===== config.mk =====
export PLATFORM = sky130hd
export DESIGN_NAME = scan_servo_sweep_sequencer
export DESIGN_NICKNAME = d
export VERILOG_FILES = /design/src/rtl/sss_pkg.sv /design/src/rtl/sss_cfg.sv /design/src/rtl/sss_core.sv /design/src/rtl/sss_pwm.sv /design/src/rtl/scan_servo_sweep_sequencer.sv
export SDC_FILE = /design/constraint.sdc
export NUM_CORES = 2
export LEC_CHECK = 0
export ABC_AREA = 0
export BUFFER_PORTS_ARGS = -buffer_cell sky130_fd_sc_hd__buf_2
export CORE_MARGIN = 2
export CORE_UTILIZATION = 35
export DETAILED_ROUTE_END_ITERATION = 7
export GPL_TIMING_DRIVEN = 0
export PLACE_DENSITY = 0.55
export SLEW_MARGIN = 10
export SYNTH_ARGS = -nofsm -noshare
export SYNTH_HDL_FRONTEND = slang
export SYNTH_SLANG_ARGS = --single-unit

===== constraint.sdc =====
create_clock -name clk_i -period 14.25 [get_ports clk_i]
set_input_delay 0.7125 -clock clk_i [delete_from_list [all_inputs] [get_ports clk_i]]
set_output_delay 0.7125 -clock clk_i [all_outputs]
set_load 0.02 [all_outputs]

===== src/rtl/sss_pkg.sv =====
// Package for the scan servo sweep sequencer: item and result beat types,
// configuration register indexes, reset values and fixed arithmetic constants.
// Used by every module under rtl.
package sss_pkg;

  typedef enum logic [2:0] {
    CfgMinPulse  = 3'd0,
    CfgMaxPulse  = 3'd1,
    CfgStep      = 3'd2,
    CfgSettle    = 3'd3,
    CfgMinPoints = 3'd4,
    CfgSamples   = 3'd5
  } cfg_idx_e;

  typedef enum logic {
    ReqTick  = 1'b0,
    ReqPoint = 1'b1
  } req_kind_e;

  typedef struct packed {
    logic        req_type;
    logic [11:0] angle_tenths;
  } req_t;

  typedef struct packed {
    logic        sample_done;
    logic        servo_moved;
    logic        settling;
    logic [14:0] pulse_width;
    logic [15:0] pwm_level;
    logic [15:0] points_done;
    logic [7:0]  sample_count;
  } rsp_t;

  typedef struct packed {
    logic [14:0] min_pulse;
    logic [14:0] max_pulse;
    logic [10:0] step_us;
    logic [15:0] settle_ticks;
    logic [15:0] min_points;
    logic [7:0]  samples_per_step;
  } cfg_t;

  localparam logic [14:0] MinPulseReset = 15'd500;
  localparam logic [14:0] MaxPulseReset = 15'd2500;
  localparam logic [10:0] StepReset     = 11'd10;
  localparam logic [15:0] SettleReset   = 16'd100;
  localparam logic [15:0] MinPointsReset = 16'd100;
  localparam logic [7:0]  SamplesReset  = 8'd1;
  localparam logic [14:0] PulseReset    = 15'd500;

  localparam logic [11:0] NearTenths = 12'd100;
  localparam logic [11:0] FarTenths  = 12'd3500;

  // Division by the 20000 us period: drop the factor 32 by a shift, then
  // multiply by a rounded-up reciprocal of 625 scaled by 2^36.
  localparam int unsigned PreShift   = 5;
  localparam int unsigned RecipShift = 36;
  localparam logic [26:0] RecipMul   = 27'd109951163;

endpackage


===== src/rtl/sss_cfg.sv =====
// Configuration register file of the scan servo sweep sequencer.
// Depends on sss_pkg for the register indexes, reset values and cfg_t.
module sss_cfg
  import sss_pkg::*;
(
  input  logic        clk_i,
  input  logic        rst_ni,
  input  logic        cfg_valid_i,
  output logic        cfg_ready_o,
  input  logic [2:0]  cfg_index_i,
  input  logic [15:0] cfg_data_i,
  output cfg_t        cfg_o
);

  cfg_t cfg_q;

  assign cfg_ready_o = 1'b1;
  assign cfg_o       = cfg_q;

  always_ff @(posedge clk_i or negedge rst_ni) begin
    if (!rst_ni) begin
      cfg_q.min_pulse        <= MinPulseReset;
      cfg_q.max_pulse        <= MaxPulseReset;
      cfg_q.step_us          <= StepReset;
      cfg_q.settle_ticks     <= SettleReset;
      cfg_q.min_points       <= MinPointsReset;
      cfg_q.samples_per_step <= SamplesReset;
    end else if (cfg_valid_i) begin
      case (cfg_idx_e'(cfg_index_i))
        CfgMinPulse:  cfg_q.min_pulse        <= cfg_data_i[14:0];
        CfgMaxPulse:  cfg_q.max_pulse        <= cfg_data_i[14:0];
        CfgStep:      cfg_q.step_us          <= cfg_data_i[10:0];
        CfgSettle:    cfg_q.settle_ticks     <= cfg_data_i;
        CfgMinPoints: cfg_q.min_points       <= cfg_data_i;
        CfgSamples:   cfg_q.samples_per_step <= cfg_data_i[7:0];
        default: ;
      endcase
    end
  end

endmodule


===== src/rtl/sss_core.sv =====
// Sweep state and per-beat update: settle countdown, rotation detection and
// servo stepping, with a registered result beat. Depends on sss_pkg.
module sss_core
  import sss_pkg::*;
(
  input  logic clk_i,
  input  logic rst_ni,
  input  cfg_t cfg_i,
  input  logic in_valid_i,
  output logic in_stall_o,
  input  req_t in_data_i,
  output logic res_valid_o,
  input  logic res_ready_i,
  output rsp_t res_data_o
);

  logic        res_valid_q;
  rsp_t        res_q, res_d;
  logic [14:0] pulse_q, pulse_d;
  logic        down_q, down_d;
  logic        settle_q, settle_d;
  logic [15:0] left_q, left_d;
  logic        armed_q, armed_d;
  logic [11:0] start_q, start_d;
  logic [15:0] count_q, count_d;
  logic [7:0]  done_q, done_d;

  logic        accept;
  logic        adv;
  logic [15:0] count_inc;
  logic [11:0] diff;
  logic        move;
  logic [16:0] np;

  assign adv        = !res_valid_q || res_ready_i;
  assign in_stall_o = !adv;
  assign accept     = in_valid_i && adv;

  assign count_inc = (count_q != 16'hFFFF) ? count_q + 16'd1 : count_q;
  assign diff = (in_data_i.angle_tenths >= start_q) ? in_data_i.angle_tenths - start_q
                                                    : start_q - in_data_i.angle_tenths;

  always_comb begin
    pulse_d  = pulse_q;
    down_d   = down_q;
    settle_d = settle_q;
    left_d   = left_q;
    armed_d  = armed_q;
    start_d  = start_q;
    count_d  = count_q;
    done_d   = done_q;
    res_d    = '0;
    move     = 1'b0;
    np       = '0;

    if (in_data_i.req_type == ReqTick) begin
      if (settle_q) begin
        if (left_q != 16'd0) begin
          left_d = left_q - 16'd1;
        end
        if (left_d == 16'd0) begin
          settle_d = 1'b0;
        end
      end
    end else if (!settle_q) begin
      if (!armed_q) begin
        armed_d = 1'b1;
        start_d = in_data_i.angle_tenths;
        count_d = 16'd1;
      end else begin
        count_d = count_inc;
        if (count_inc >= cfg_i.min_points) begin
          if (diff < NearTenths || diff > FarTenths) begin
            if (done_q != 8'hFF) begin
              done_d = done_q + 8'd1;
            end
            res_d.sample_done = 1'b1;
            res_d.points_done = count_inc;
            count_d = 16'd0;
            armed_d = 1'b0;
          end
        end
      end
    end

    if (!settle_d && done_d >= cfg_i.samples_per_step) begin
      move = 1'b1;
      np = down_q ? {2'b00, pulse_q} - {6'd0, cfg_i.step_us}
                  : {2'b00, pulse_q} + {6'd0, cfg_i.step_us};
      if ($signed(np) >= $signed({2'b00, cfg_i.max_pulse})) begin
        np     = {2'b00, cfg_i.max_pulse};
        down_d = 1'b1;
      end else if ($signed(np) <= $signed({2'b00, cfg_i.min_pulse})) begin
        np     = {2'b00, cfg_i.min_pulse};
        down_d = 1'b0;
      end
      pulse_d  = np[14:0];
      done_d   = 8'd0;
      count_d  = 16'd0;
      start_d  = 12'd0;
      armed_d  = 1'b0;
      settle_d = 1'b1;
      left_d   = cfg_i.settle_ticks;
    end

    res_d.servo_moved  = move;
    res_d.settling     = settle_d;
    res_d.pulse_width  = pulse_d;
    res_d.pwm_level    = 16'd0;
    res_d.sample_count = done_d;
  end

  always_ff @(posedge clk_i or negedge rst_ni) begin
    if (!rst_ni) begin
      res_valid_q <= 1'b0;
      res_q       <= '0;
      pulse_q     <= PulseReset;
      down_q      <= 1'b0;
      settle_q    <= 1'b0;
      left_q      <= 16'd0;
      armed_q     <= 1'b0;
      start_q     <= 12'd0;
      count_q     <= 16'd0;
      done_q      <= 8'd0;
    end else begin
      if (adv) begin
        res_valid_q <= in_valid_i;
      end
      if (accept) begin
        res_q    <= res_d;
        pulse_q  <= pulse_d;
        down_q   <= down_d;
        settle_q <= settle_d;
        left_q   <= left_d;
        armed_q  <= armed_d;
        start_q  <= start_d;
        count_q  <= count_d;
        done_q   <= done_d;
      end
    end
  end

  assign res_valid_o = res_valid_q;
  assign res_data_o  = res_q;

endmodule


===== src/rtl/sss_pwm.sv =====
// Two-stage PWM compare level pipeline: pulse times wrap, then division by
// the servo period through a reciprocal multiply, with saturation.
// Depends on sss_pkg.
module sss_pwm
  import sss_pkg::*;
#(
  parameter logic [15:0] PWM_WRAP = 16'd62499
) (
  input  logic clk_i,
  input  logic rst_ni,
  input  logic in_valid_i,
  output logic in_ready_o,
  input  rsp_t in_data_i,
  output logic out_valid_o,
  input  logic out_stall_i,
  output rsp_t out_data_o
);

  logic        va_q, vb_q;
  rsp_t        a_q, b_q, b_d;
  logic [30:0] prod_q;
  logic        adv_a, adv_b;
  logic [52:0] scaled;
  logic [16:0] quot;

  assign adv_b      = !vb_q || !out_stall_i;
  assign adv_a      = !va_q || adv_b;
  assign in_ready_o = adv_a;

  assign scaled = {1'b0, prod_q[30:PreShift]} * {26'd0, RecipMul};
  assign quot   = scaled[RecipShift +: 17];

  always_comb begin
    b_d = a_q;
    b_d.pwm_level = (quot > 17'h0FFFF) ? 16'hFFFF : quot[15:0];
  end

  always_ff @(posedge clk_i or negedge rst_ni) begin
    if (!rst_ni) begin
      va_q   <= 1'b0;
      vb_q   <= 1'b0;
      a_q    <= '0;
      b_q    <= '0;
      prod_q <= '0;
    end else begin
      if (adv_a) begin
        va_q <= in_valid_i;
        if (in_valid_i) begin
          a_q    <= in_data_i;
          prod_q <= {16'd0, in_data_i.pulse_width} * {15'd0, PWM_WRAP};
        end
      end
      if (adv_b) begin
        vb_q <= va_q;
        if (va_q) begin
          b_q <= b_d;
        end
      end
    end
  end

  assign out_valid_o = vb_q;
  assign out_data_o  = b_q;

endmodule


===== src/rtl/scan_servo_sweep_sequencer.sv =====
// Top level of the scan servo sweep sequencer: configuration registers,
// sweep core and PWM level pipeline. Depends on sss_pkg, sss_cfg, sss_core
// and sss_pwm.
//
// Usage: each input beat is either a millisecond tick or a scanner point
// with its angle in tenths of a degree. Every accepted beat yields exactly
// one result beat holding the sample and move flags, the settle flag, the
// servo pulse width, its PWM compare level and the sample counters.
// A beat is taken when in_valid_i is high and in_stall_o is low; a result
// is taken when out_valid_o is high and out_stall_i is low.
// The core registers the state update; the multiply and reciprocal divide
// that give the PWM level each get a stage of their own. Throughput is one
// beat per cycle; in_stall_o rises only when all three result stages are
// full and out_stall_i holds the output. A stalled result stays unchanged.
// Configuration writes are always accepted (cfg_ready_o is tied high) and
// should be made only while no beat is in flight.
// Reset is asynchronous and active low; it loads the default limits, puts
// the servo at the 500 us lower limit sweeping upwards and empties the
// pipeline.
module scan_servo_sweep_sequencer
  import sss_pkg::*;
#(
  parameter logic [15:0] PWM_WRAP = 16'd62499
) (
  input  logic        clk_i,
  input  logic        rst_ni,
  input  logic        in_valid_i,
  output logic        in_stall_o,
  input  req_t        in_data_i,
  output logic        out_valid_o,
  input  logic        out_stall_i,
  output rsp_t        out_data_o,
  input  logic        cfg_valid_i,
  output logic        cfg_ready_o,
  input  logic [2:0]  cfg_index_i,
  input  logic [15:0] cfg_data_i
);

  cfg_t cfg;
  logic res_valid;
  logic res_ready;
  rsp_t res_data;

  sss_cfg u_cfg (
    .clk_i       (clk_i),
    .rst_ni      (rst_ni),
    .cfg_valid_i (cfg_valid_i),
    .cfg_ready_o (cfg_ready_o),
    .cfg_index_i (cfg_index_i),
    .cfg_data_i  (cfg_data_i),
    .cfg_o       (cfg)
  );

  sss_core u_core (
    .clk_i       (clk_i),
    .rst_ni      (rst_ni),
    .cfg_i       (cfg),
    .in_valid_i  (in_valid_i),
    .in_stall_o  (in_stall_o),
    .in_data_i   (in_data_i),
    .res_valid_o (res_valid),
    .res_ready_i (res_ready),
    .res_data_o  (res_data)
  );

  sss_pwm #(
    .PWM_WRAP (PWM_WRAP)
  ) u_pwm (
    .clk_i       (clk_i),
    .rst_ni      (rst_ni),
    .in_valid_i  (res_valid),
    .in_ready_o  (res_ready),
    .in_data_i   (res_data),
    .out_valid_o (out_valid_o),
    .out_stall_i (out_stall_i),
    .out_data_o  (out_data_o)
  );

  a_move_settles: assert property (@(posedge clk_i) disable iff (!rst_ni)
    out_valid_o && out_data_o.servo_moved |-> out_data_o.settling)
    else $error("servo move without settling");

  a_done_points: assert property (@(posedge clk_i) disable iff (!rst_ni)
    out_valid_o |-> (out_data_o.sample_done == (out_data_o.points_done != 16'd0)))
    else $error("completed point count disagrees with sample flag");

  a_stall_full: assert property (@(posedge clk_i) disable iff (!rst_ni)
    in_stall_o |-> out_valid_o && out_stall_i)
    else $error("input stalled while output is free");

endmodule

# --- After elaboration in Yosys (flattened, before gate mapping) ---
# Cells that the tools add are included.
totals:
  register_bits: 318
  input_bits: 37
  out_inout_bits: 61
classes:
  add_sub_neg: 7
  mul: 2
  n_lt_le_gt_ge: 8
  eq_ne: 10
  muxes: 53
  n_reduce_logical: 30
op_table:
  columns: ["cell", "count"]
  rows:
  - ["16-bit 2-to-1 mux", 19]
  - ["12-bit 2-to-1 mux", 5]
  - ["8-bit 2-to-1 mux", 7]
  - ["26-bit by 27-bit multiplier with 53-bit output (second input constant)", 1]
  - ["15-bit 2-to-1 mux", 3]
  - ["15-bit by 16-bit multiplier with 31-bit output (second input constant)", 1]
  - ["12-bit subtractor", 2]
  - ["1-bit 2-to-1 mux", 18]
  - ["17-bit by 16-bit >= comparator with 1-bit output", 1]
  - ["17-bit by 16-bit > comparator with 1-bit output (second input constant)", 1]
  - ["17-bit by 16-bit <= comparator with 1-bit output", 1]
  - ["17-bit 2-to-1 mux", 1]
  - ["15-bit by 11-bit adder with 16-bit output", 1]
  - ["16-bit by 1-bit adder with 16-bit output (second input constant)", 1]
  - ["16-bit >= comparator", 1]
  - ["16-bit logical NOT", 1]
  - ["16-bit inequality test (second input constant)", 1]
  - ["2-bit AND reduction", 8]
  - ["16-bit nonzero test", 1]
  - ["15-bit by 11-bit subtractor with 16-bit output", 1]
  - ["16-bit by 1-bit subtractor with 16-bit output (second input constant)", 1]
  - ["12-bit >= comparator", 1]
  - ["12-bit > comparator (second input constant)", 1]
  - ["12-bit by 7-bit less-than comparator with 1-bit output (second input constant)", 1]
  - ["other kinds (15)", 31]

# --- Depth between registers and ports, before layout ---
logic_depth:
  word_depth: 13
  mapped_depth: 39

# --- Hierarchy ---
# From an unflattened synthesis, not the netlist that was laid out.
unflattened:
  hier_cells: 3440
  area_unflattened_um2: 33500.9
modules_own_cells:
  columns: ["module", "instances", "cells_per_inst", "area_each_um2", "seq_area_each_um2"]
  rows:
  - ["sss_pwm", 1, 2099, 21057.7, 3203.1]
  - ["sss_core", 1, 1163, 9313.9, 2384.8]
  - ["sss_cfg", 1, 178, 3129.3, 2052.0]

# --- Least setup slack after synthesis ---
# Ideal clock, no wire load.
synth_path:
  path_type: "reg2reg"
  from: "register u_pwm.prod_q[29]"
  to: "register u_pwm.b_q (netlist bit u_pwm.out_data_o[26])"
  setup_time_ps: 142
  arrival_ps: 6428
  required_time_ps: 14108
  path_slack_ps: 7680
  path_stages_with_launch: 22
  path_buffers: 1
  synth_period_minus_slack_ps: 6570
  path_cell_list: "dfrtp_1 -> fa_1 -> fa_1 -> inv_1 -> fa_1 -> inv_1 -> fa_1 -> fa_1 -> fa_1 -> inv_1 -> fa_1 -> inv_1 -> ha_1 -> nand3_1 -> or4_1 -> o31a_1 -> nand3_1 -> nand2_1 -> o221ai_1 -> xnor2_1 -> clkbuf_1 -> a31oi_1"
synth_between:
  elab_chain_len: 3
synth_rtl:
  columns: ["element", "line", "rtl"]
  rows:
  - ["start, declared", "sss_pwm.sv:21", "logic [30:0] prod_q;"]
  - ["start signal, assigned", "sss_pwm.sv:50", "prod_q <= {16'd0, in_data_i.pulse_width} * {15'd0, PWM_WRAP};"]
  - ["26-bit by 27-bit multiplier with 53-bit output *", "sss_pwm.sv:30", "assign scaled = {1'b0, prod_q[30:PreShift]} * {26'd0, RecipMul};"]
  - ["17-bit by 16-bit > comparator with 1-bit output", "sss_pwm.sv:35", "b_d.pwm_level = (quot > 17'h0FFFF) ? 16'hFFFF : quot[15:0];"]
  - ["16-bit 2-to-1 mux *", "sss_pwm.sv:35", null]
  - ["end signal, assigned", "sss_pwm.sv:43", "b_q <= '0;"]
  - ["end signal, assigned", "sss_pwm.sv:56", "b_q <= b_d;"]
  - ["end, declared", "sss_pwm.sv:20", "rsp_t a_q, b_q, b_d;"]
# Mark *: on every way between the ends. The rest lies on a longest branch, timed or not.
# A chain may end at the register's enable or synchronous reset.

# --- Worst setup path after layout ---
layout_path:
  from: "register u_pwm.prod_q[20]"
  to: "register u_pwm.b_q (netlist bit u_pwm.out_data_o[26])"
# The elaborated chain is that of the path after synthesis.

==> impl_metrics.py <==
metrics = {
    "placed_design": {
        "place.detailed.hpwl_mm": 74.95,
        "portBuffers": 96,
        "place_ws_ns": 5.861,
        "place_area_mm2": 0.03456,
        "place_congestion": 0.9177,
    },
    "synthesis": {
        "synth_area_mm2": 0.03243,
        "synth-seq-cells": 304,
        "yosys_warnings": 0,
        "yosysTopAreaCell": "fa_1",
        "synth_fp_nets": 4254,
        "synthCells": 3360,
        "seq_area_frac_synth_pct": 23.56,
        "ys_types": 88,
        "synth_top_area_share_pct": 22.29,
        "synth-edff-count": 0,
        "synth_flop_cell": "dfrtp_1",
        "synthArstFlopShare_pct": 100.0,
        "avgSynthCellArea_um2": 9.651,
        "synth_top_cells_by_area": "fa_1 22%, dfrtp_1 21%, ha_1 19%, inv_1 8.4%, nand2_1 4.0%",
    },
    "detailed_routing": {
        "routedWlPerCell_um": 18.90,
        "drtPass1Iterations": 5,
        "viasPerCell": 4.847,
        "drc": 0,
        "drt-initial-drc-count": 1144,
        "antenna_left": 0,
        "finalWirelength_mm": 90.11,
        "vias": 23110,
    },
    "floorplanning": {
        "ioPinCount": 98,
        "die_area_mm2": 0.09510,
        "rows": 111,
        "start_util_pct": 35.32,
        "core-area_mm2": 0.09180,
        "die_h_um": 308.4,
        "die_w_um": 308.4,
    },
    "sta": {
        "setup-tns-final_ns": 0,
        "finalHoldViolCount": 0,
        "rsz0062_at_grt": "no",
        "worst_slew_pin_slew_ns": 1.162,
        "setup_violations": 0,
        "fin_ws_ns": 5.976,
        "period_minus_slack_ns": 8.274,
        "min_period_over_period_pct": 58.06,
        "report.final.slew_viol_count": 0,
        "clock_skew_ns": 0.01858,
        "fmax_mhz": 120.9,
        "slew_headroom_pct": 22.14,
    },
    "layout": {
        "nets": 4393,
        "drive_above_1_share_pct": 8.312,
        "fill_cells": 9291,
        "finish.instance_area_mm2": 0.03595,
        "final_common_cell": "inv_1",
        "utilization_pct": 39.17,
        "area_growth_pct": 10.87,
        "antennaDiodeCount": 0,
        "mostFrequentLayoutCells": "723 x inv_1, 496 x ha_1, 361 x fa_1",
    },
    "cts": {
        "cts_buffers": 37,
        "h-tree-depth": 2,
        "numClockSinks": 304,
        "cts_hold_buf": 1,
        "clk-insertion-delay-late_ns": 0.57,
        "postCtsResizedCells": 0,
        "clk_path_buf_depth": 3,
        "postCtsSetupBuffers": 0,
        "root_buffer": "clkbuf_16",
        "tritoncts": "yes",
        "path_clk_slew_ns": 0.06,
    },
    "grt": {
        "antenna_found_initial": 0,
        "grt_pass1_vias": 24360,
        "grt_max_degree": 105,
        "grt_pass1_wl_mm": 143.4,
        "track_usage_pct": 19.69,
        "gr-total-overflow": 0,
    },
    "min_path": {
        "min_path_cells": 2,
        "holdCritStartpoint": "in_valid_i",
        "whs_endpoint": "u_core.res_valid_o",
        "hp-class": "input pin to register",
    },
    "flow_run": {
        "cap_violations": 0,
    },
    "critical_path": {
        "r2r_end": "u_pwm.out_data_o[26]",
        "critPathSlowestCell": "o31ai_1",
        "crit_required_ns": 14.67,
        "critPathLaunchType": "register",
        "crit_family": "adder cells",
        "ff2ff_setup_slack_ns": 5.98,
        "cpPeakStageDelay_ns": 0.74,
        "worst-path-buf-inv": 7,
        "r2r_start": "u_pwm.prod_q[20]",
        "worstPathMaxFanout": 10,
        "r2r_cells": 26,
        "path_class": "register to register",
        "arrival_ns": 8.69,
        "critPathCaptureType": "register",
    },
    "status": {
        "outcome": "complete, no violations",
    },
}
cell type report:
cell class / count / area, um2 / share of cell area [%]
Inverter: 723 / 2714 / 7.548
Buffer: 81 / 341.6 / 0.9500
Tap cell: 1243 / 1555 / 4.326
Timing Repair Buffer: 100 / 583.1 / 1.622
Sequential cell: 304 / 7640 / 21.25
Clock buffer: 47 / 1005 / 2.794
Multi-Input combinational cell: 2252 / 21730 / 60.45
Clock inverter: 18 / 381.6 / 1.061
routing by layer:
layer  track usage, %  part of all wire (%)
met1            27.02                    46
met4            5.162                   2.6
met3            2.020                   3.5
met5                0                     0
met2            33.13                    48
stage by stage:
stage / hold slack (ns) / std cells
after floorplan: 0.4169 / 3360
after global placement: 0.4513 / 4699
after detailed placement: 0.4505 / 4702
after CTS: 0.3272 / 4768
after global routing: 0.3612 / 4768
final: 0.3603 / 4768
cells in the mapped netlist, types with 12 or more instances:
cell type and instances:
nor2b_1 21, o21ai_0 186, dfstp_2 26, nor3_1 39, a22o_1 12, mux2i_1 21, ha_1 496, o211ai_1 17
nand2b_1 24, nand2_1 345, a31oi_1 24, xnor2_1 56, a21o_1 62, mux2_2 60, inv_1 723, and2_1 13
or3_1 12, o31ai_1 12, nor2_1 100, nand3_1 39, a21oi_1 97, nand4_1 23, clkbuf_1 63, o21a_1 15
fa_1 361, a211oi_1 16, dfrtp_1 278, xor2_1 32
flip-flops by register name (all words and copies together), names as in the netlist, 12 cells and up:
name,count
u_cfg.cfg_o,81
u_core.count_q,16
u_core.left_q,16
u_core.pulse_q,15
u_core.res_data_o,32
u_core.start_q,12
u_pwm.a_q,41
u_pwm.out_data_o,58
u_pwm.prod_q,27
worst max-delay path by stage:
stage	cells after the start	start	slack, ns	endpoint
finish	26	u_pwm.prod_q[20]	5.98	u_pwm.out_data_o[26]
global route	26	u_pwm.prod_q[20]	5.43	u_pwm.out_data_o[33]
CTS	26	u_pwm.prod_q[20]	5.81	u_pwm.out_data_o[32]
detailed placement	26	u_pwm.prod_q[20]	5.86	u_pwm.out_data_o[32]
global placement	26	u_pwm.prod_q[20]	5.80	u_pwm.out_data_o[26]
floorplan	21	u_pwm.prod_q[29]	7.68	u_pwm.out_data_o[26]
cells by family after synthesis:
group	count (synthesis)	synth area share, %
adder cells (fa/ha/maj)	857	41.42
buffers and inverters	804	9.418
AND/OR/NAND/NOR	680	9.700
AO/OA/AOI/OAI	543	10.71
flip-flops	304	23.56
XOR/XNOR	88	2.377
multiplexers	83	2.801
other	1	0.01156
Power is left out: the tool's default activity adds up to more than one toggle a clock period on the data nets, which glitch-free logic cannot reach.
